$ cat src/fat_erw_pkg.sv
package fat_erw_pkg;

   localparam int STORE_BYTES = 65536;
   localparam int STORE_AW    = $clog2(STORE_BYTES);
   localparam int ADDR_W      = 45;

   localparam int REQ_DATA_W  = 64;
   localparam int RSP_DATA_W  = 32;
   localparam int CSR_INDEX_W = 3;
   localparam int CSR_DATA_W  = 28;

   localparam logic [1:0] TT_FAT12 = 2'd0;
   localparam logic [1:0] TT_FAT16 = 2'd1;
   localparam logic [1:0] TT_FAT32 = 2'd2;

   localparam logic [1:0] ST_OK      = 2'd0;
   localparam logic [1:0] ST_INVALID = 2'd1;
   localparam logic [1:0] ST_BEYOND  = 2'd2;

   localparam logic [CSR_INDEX_W-1:0] REG_TABLE_TYPE   = 3'd0;
   localparam logic [CSR_INDEX_W-1:0] REG_SECTOR_LOG2  = 3'd1;
   localparam logic [CSR_INDEX_W-1:0] REG_RESERVED     = 3'd2;
   localparam logic [CSR_INDEX_W-1:0] REG_TABLE_SECTS  = 3'd3;
   localparam logic [CSR_INDEX_W-1:0] REG_COPY_COUNT   = 3'd4;
   localparam logic [CSR_INDEX_W-1:0] REG_MAX_INDEX    = 3'd5;
   localparam logic [CSR_INDEX_W-1:0] REG_MAX_VALUE    = 3'd6;

   typedef struct packed {
      logic [1:0]  table_type;
      logic [3:0]  sector_size_log2;
      logic [15:0] reserved_count;
      logic [22:0] table_sectors;
      logic [3:0]  copy_count;
      logic [27:0] max_entry_index;
      logic [27:0] max_entry_value;
   } cfg_type;

   typedef struct packed {
      logic                done;
      logic                beyond;
      logic [STORE_AW-1:0] addr;
      logic [1:0]          last;    // bytes touched minus one
   } addr_res_type;

endpackage

$ cat src/fat_erw_addr.sv
module fat_erw_addr (
   input  logic                       clock,
   input  logic                       reset,
   input  logic                       start,
   input  fat_erw_pkg::cfg_type       cfg,
   input  logic [3:0]                 copy_index,
   input  logic [27:0]                entry_index,
   output fat_erw_pkg::addr_res_type  res
);
   import fat_erw_pkg::*;

   logic [3:0]          vld_ff;
   logic [26:0]         prod_ff;
   logic [29:0]         off1_ff;
   logic [29:0]         off2_ff;
   logic [29:0]         off12;
   logic [1:0]          last1_ff;
   logic [1:0]          last2_ff;
   logic [1:0]          last3_ff;
   logic [1:0]          last4_ff;
   logic [27:0]         sec_ff;
   logic [ADDR_W-1:0]   full_ff;
   logic [ADDR_W-1:0]   end_addr;
   logic                beyond_ff;
   logic [STORE_AW-1:0] addr_ff;

   always_ff @(posedge clock) begin
      if (reset) begin
         vld_ff <= '0;
      end else begin
         vld_ff <= {vld_ff[2:0], start};
      end
   end

   // FAT12 offset is entry*1.5, rounded down
   assign off12 = 30'({1'b0, entry_index} + {2'b00, entry_index[27:1]});

   always_ff @(posedge clock) begin
      if (start) begin
         prod_ff <= {23'd0, copy_index} * {4'd0, cfg.table_sectors};
         case (cfg.table_type)
            TT_FAT12: begin
               off1_ff  <= off12;
               last1_ff <= 2'd1;
            end
            TT_FAT16: begin
               off1_ff  <= {1'b0, entry_index, 1'b0};
               last1_ff <= 2'd1;
            end
            default: begin
               off1_ff  <= {entry_index, 2'b00};
               last1_ff <= 2'd3;
            end
         endcase
      end
      if (vld_ff[0]) begin
         sec_ff   <= {12'd0, cfg.reserved_count} + {1'b0, prod_ff};
         off2_ff  <= off1_ff;
         last2_ff <= last1_ff;
      end
      if (vld_ff[1]) begin
         full_ff  <= ({17'd0, sec_ff} << cfg.sector_size_log2) + {15'd0, off2_ff};
         last3_ff <= last2_ff;
      end
      if (vld_ff[2]) begin
         beyond_ff <= |end_addr[ADDR_W-1:STORE_AW];
         addr_ff   <= full_ff[STORE_AW-1:0];
         last4_ff  <= last3_ff;
      end
   end

   assign end_addr = full_ff + {{(ADDR_W-2){1'b0}}, last3_ff};

   assign res.done   = vld_ff[3];
   assign res.beyond = beyond_ff;
   assign res.addr   = addr_ff;
   assign res.last   = last4_ff;

endmodule
$ cat config.mk
export PLATFORM = sky130hd
export DESIGN_NAME = fat_erw_addr
export DESIGN_NICKNAME = d
export VERILOG_FILES = /design/src/fat_erw_pkg.sv /design/src/fat_erw_addr.sv
export SDC_FILE = /design/constraint.sdc
export NUM_CORES = 1
export LEC_CHECK = 0
export ABC_AREA = 1
export ABC_CLOCK_PERIOD_IN_PS = 10700
export BUFFER_PORTS_ARGS = -buffer_cell sky130_fd_sc_hd__buf_2
export CORE_ASPECT_RATIO = 1.5
export CORE_UTILIZATION = 40
export CTS_CLUSTER_DIAMETER = 150
export DETAILED_ROUTE_END_ITERATION = 12
export PLACE_DENSITY = 0.69
export SETUP_SLACK_MARGIN = 0.02
export SLEW_MARGIN = 20
export SYNTH_ARGS = -nofsm -noshare
export SYNTH_HDL_FRONTEND = slang
export SYNTH_SLANG_ARGS = --single-unit
$ cat constraint.sdc
create_clock -name clock -period 10.7 [get_ports clock]
set_clock_uncertainty 0.05 [all_clocks]
set_input_delay 1.605 -clock clock [delete_from_list [all_inputs] [get_ports clock]]
set_output_delay 1.605 -clock clock [all_outputs]
set_load 0.02 [all_outputs]
==> flow_metrics.env <==
export IMPL_track_usage=0.200
export IMPL_die_area_mm2=0.0425
export IMPL_finalCoreUtilization=0.442
export IMPL_rsz0062_at_grt="false"
export IMPL_grt_pass1_vias=14500
export IMPL_synth_ff_type="edfxtp_1"
export IMPL_synth_lib_cells_used_distinct=51
export IMPL_yosysSeqAreaShare=0.329
export IMPL_fin_crit_sh=0.473
export IMPL_insertion_delay_ns=0.45
export IMPL_synth_seq_cells=184
export IMPL_synth_edf_count=180
export IMPL_clockRootBuffer="clkbuf_16"
export IMPL_syn_area_mm2=0.0167
export IMPL_crit_type="in -> reg"
export IMPL_coreArea_mm2=0.0411
export IMPL_drt_first_pass_iters=5
export IMPL_ios=160
export IMPL_cts_resized=0
export IMPL_grt_pass1_wl_um=67400
export IMPL_mostFrequentLayoutCells="nand2_1 (653), inv_1 (342), nor2_1 (204), edfxtp_1 (180), nand3_1 (139)"
export IMPL_cts_max_path_buffers=2
export IMPL_nets=2630
export IMPL_min_period_ns=5.06
export IMPL_crit_family="simple AND/OR/NAND/NOR gates"
export IMPL_status="finished, final reports clean"
export IMPL_place_congestion=0.966
export IMPL_crit_fanout=29
export IMPL_numClockSinks=184
export IMPL_cpMostUsedCell="nand2_1"
export IMPL_initial_utilization=0.405
export IMPL_crit_required_ns=10.85
export IMPL_via_per_inst=5.07
export IMPL_htree_levels=4
export IMPL_fmax_mhz=198
export IMPL_grt_overflow=0
export IMPL_drv_cap=0
export IMPL_rows=91
export IMPL_ir_worst_vdd_uv=132
export IMPL_path_cells="buf_2, inv_2, nand2_1, nand2_1, o21ai_0, inv_1, o21ai_0, o21ai_0, ha_1, nand2_1, nor2_1, nand2_1, nor2_1, nand2_1, nand3_1, nand2_1, inv_1, nand2_1, nand3_2, nand3_1, nand2_1, inv_1"
export IMPL_synth_area_per_cell_um2=7.35
export IMPL_syn2layout_area_growth_pct=9.04
export IMPL_num_vias=14800
export IMPL_ys_warnings_count=0
export IMPL_setup_viol=0
export IMPL_grt_max_degree=60
export IMPL_slew_violations=0
export IMPL_cts_tree="built"
export IMPL_hold_class="reg -> reg"
export IMPL_cp_num_buf_inv=5
export IMPL_antenna_found_initial=4
export IMPL_arrival_ns=5.21
export IMPL_fin_setup_tns_ns=0
export IMPL_drc=0
export IMPL_synthArstFlopShare=0
export IMPL_die_h_um=252
export IMPL_syn_inst=2265
export IMPL_port_buffers=98
export IMPL_slowest_delay_ns=0.43
export IMPL_final_common_cell="nand2_1"
export IMPL_wl_um=41800
export IMPL_ctsHoldBuffers=0
export IMPL_cts_setup_buffers=0
export IMPL_final_antenna_net_count=0
export IMPL_relSlewSlack=0.380
export IMPL_clk_pin_slew_ns=0.06
export IMPL_dpl_hpwl_um=35400
export IMPL_worst_pin_slew_ns=0.930
export IMPL_cp_end_kind="flip-flop"
export IMPL_die_w_um=169
export IMPL_slowest_stage="buf_2"
export IMPL_pwr_density_cell_mw_per_mm2=139
export IMPL_post_drt_wl_per_cell_um=14.3
export IMPL_syn_nets=2556
export IMPL_first_iter_violations=809
export IMPL_leakagePower_uw=0.00868
export IMPL_crit_path_start_kind="input pin"
export IMPL_cts_buffers=17
export IMPL_layout_drive_gt1_share=0.0753
export IMPL_hold_viol=0
==> through the flow <==
stage	total power (uW)	hold WS [ns]	cells	setup WS (ns)	cell area, um^2
after CTS	2550	0.368	2910	5.70	18200
final	2530	0.368	2912	5.64	18200
after global placement	1950	0.351	2878	5.28	17600
after detailed placement	1970	0.355	2878	5.23	17600
after global routing	2710	0.375	2912	5.29	18200
after floorplan	1730	0.350	2265	6.00	16700
==> metal layers <==
layer	share of wire	up-vias	track usage
met5	0.00048	-	0
met4	0.059	4	0.123
met3	0.026	115	0.0245
met2	0.54	322	0.395
met1	0.37	6775	0.194
li1	-	7543	-
==> path summary, 6_finish.rpt <==
check                endpoint       start  slack, ns  depth (start not counted)
hold reg to reg    off2_ff[6]  off1_ff[6]       0.37                          0
setup / recovery  full_ff[41]     cfg[99]       5.64                         22
setup reg to reg  full_ff[38]   sec_ff[2]       7.23                         19
hold / removal     off2_ff[6]  off1_ff[6]       0.37                          0
==> power breakdown <==
part           switching [uW]  total [uW]  leakage, uW  internal (uW)
clock                     264         571     0.000265            306
combinational             621         970      0.00669            350
sequential               49.2         987      0.00172            938
total                     934        2530      0.00868           1590
==> logic make-up after synthesis <==
kind of cell    Yosys count  share of synthesized area
compound gates          308                      0.103
xor+xnor                 94                     0.0499
fa+ha+maj               151                      0.134
buf+inv                 397                     0.0944
flops                   184                      0.329
mux                       4                    0.00240
other cells               1                   0.000225
simple gates           1126                      0.287
==> worst reg2reg max path, cell delays in order (launching register included) <==
cell and delay, ns:
edfxtp_1 0.35, nand2_1 0.05, nand2_1 0.09, inv_1 0.05, nand2_1 0.05, o21ai_0 0.14
nor3_1 0.59, ha_1 0.42, nand2_1 0.12, nand2_1 0.06, nand2_1 0.05, nand2_1 0.06
nand2_1 0.06, nand3_1 0.16, a21oi_1 0.37, o21ai_1 0.24, nand3_1 0.13, o21ai_1 0.07
nand2_1 0.09, inv_1 0.03
==> area by class of cell <==
type | count | area [um^2]
Antenna cell | 2 | 5.00
Clock buffer | 20 | 447
Clock inverter | 12 | 93.8
Fill cell | 4174 | 22900
Inverter | 351 | 1320
Multi-Input combinational cell | 1684 | 9600
Sequential cell | 184 | 5490
Tap cell | 558 | 698
Timing Repair Buffer | 101 | 513
==> cells in the mapped netlist, types with 6 or more instances <==
master / instances / area, um^2
a21o_1: 12 / 90.1
a21oi_1: 122 / 611
a31oi_1: 16 / 100
buf_2: 8 / 40.0
buf_4: 11 / 82.6
clkbuf_1: 22 / 82.6
edfxtp_1: 180 / 5410
fa_1: 45 / 901
ha_1: 106 / 1330
inv_1: 343 / 1290
inv_2: 7 / 26.3
nand2_1: 653 / 2450
nand2_2: 8 / 50.1
nand3_1: 139 / 696
nand3_2: 12 / 120
nand3b_1: 11 / 82.6
nand4_1: 31 / 194
nor2_1: 204 / 766
nor3_1: 41 / 205
nor4_1: 7 / 43.8
o21a_1: 6 / 45.0
o21ai_0: 106 / 531
o21ai_1: 6 / 30.0
o21bai_1: 12 / 90.1
o221ai_1: 6 / 52.6
o22ai_1: 8 / 50.1
xnor2_1: 37 / 324
xor2_1: 56 / 490
==> flip-flops by register name (all words and copies together) (netlist names) <==
register	cells
last1_ff	1
sec_ff	28
last3_ff	1
full_ff	44
last4_ff	1
off2_ff	30
last2_ff	1
off1_ff	30
prod_ff	27
vld_ff	4
beyond_ff	1
addr_ff	16
Note: power is estimated with default switching activity, not from simulation.
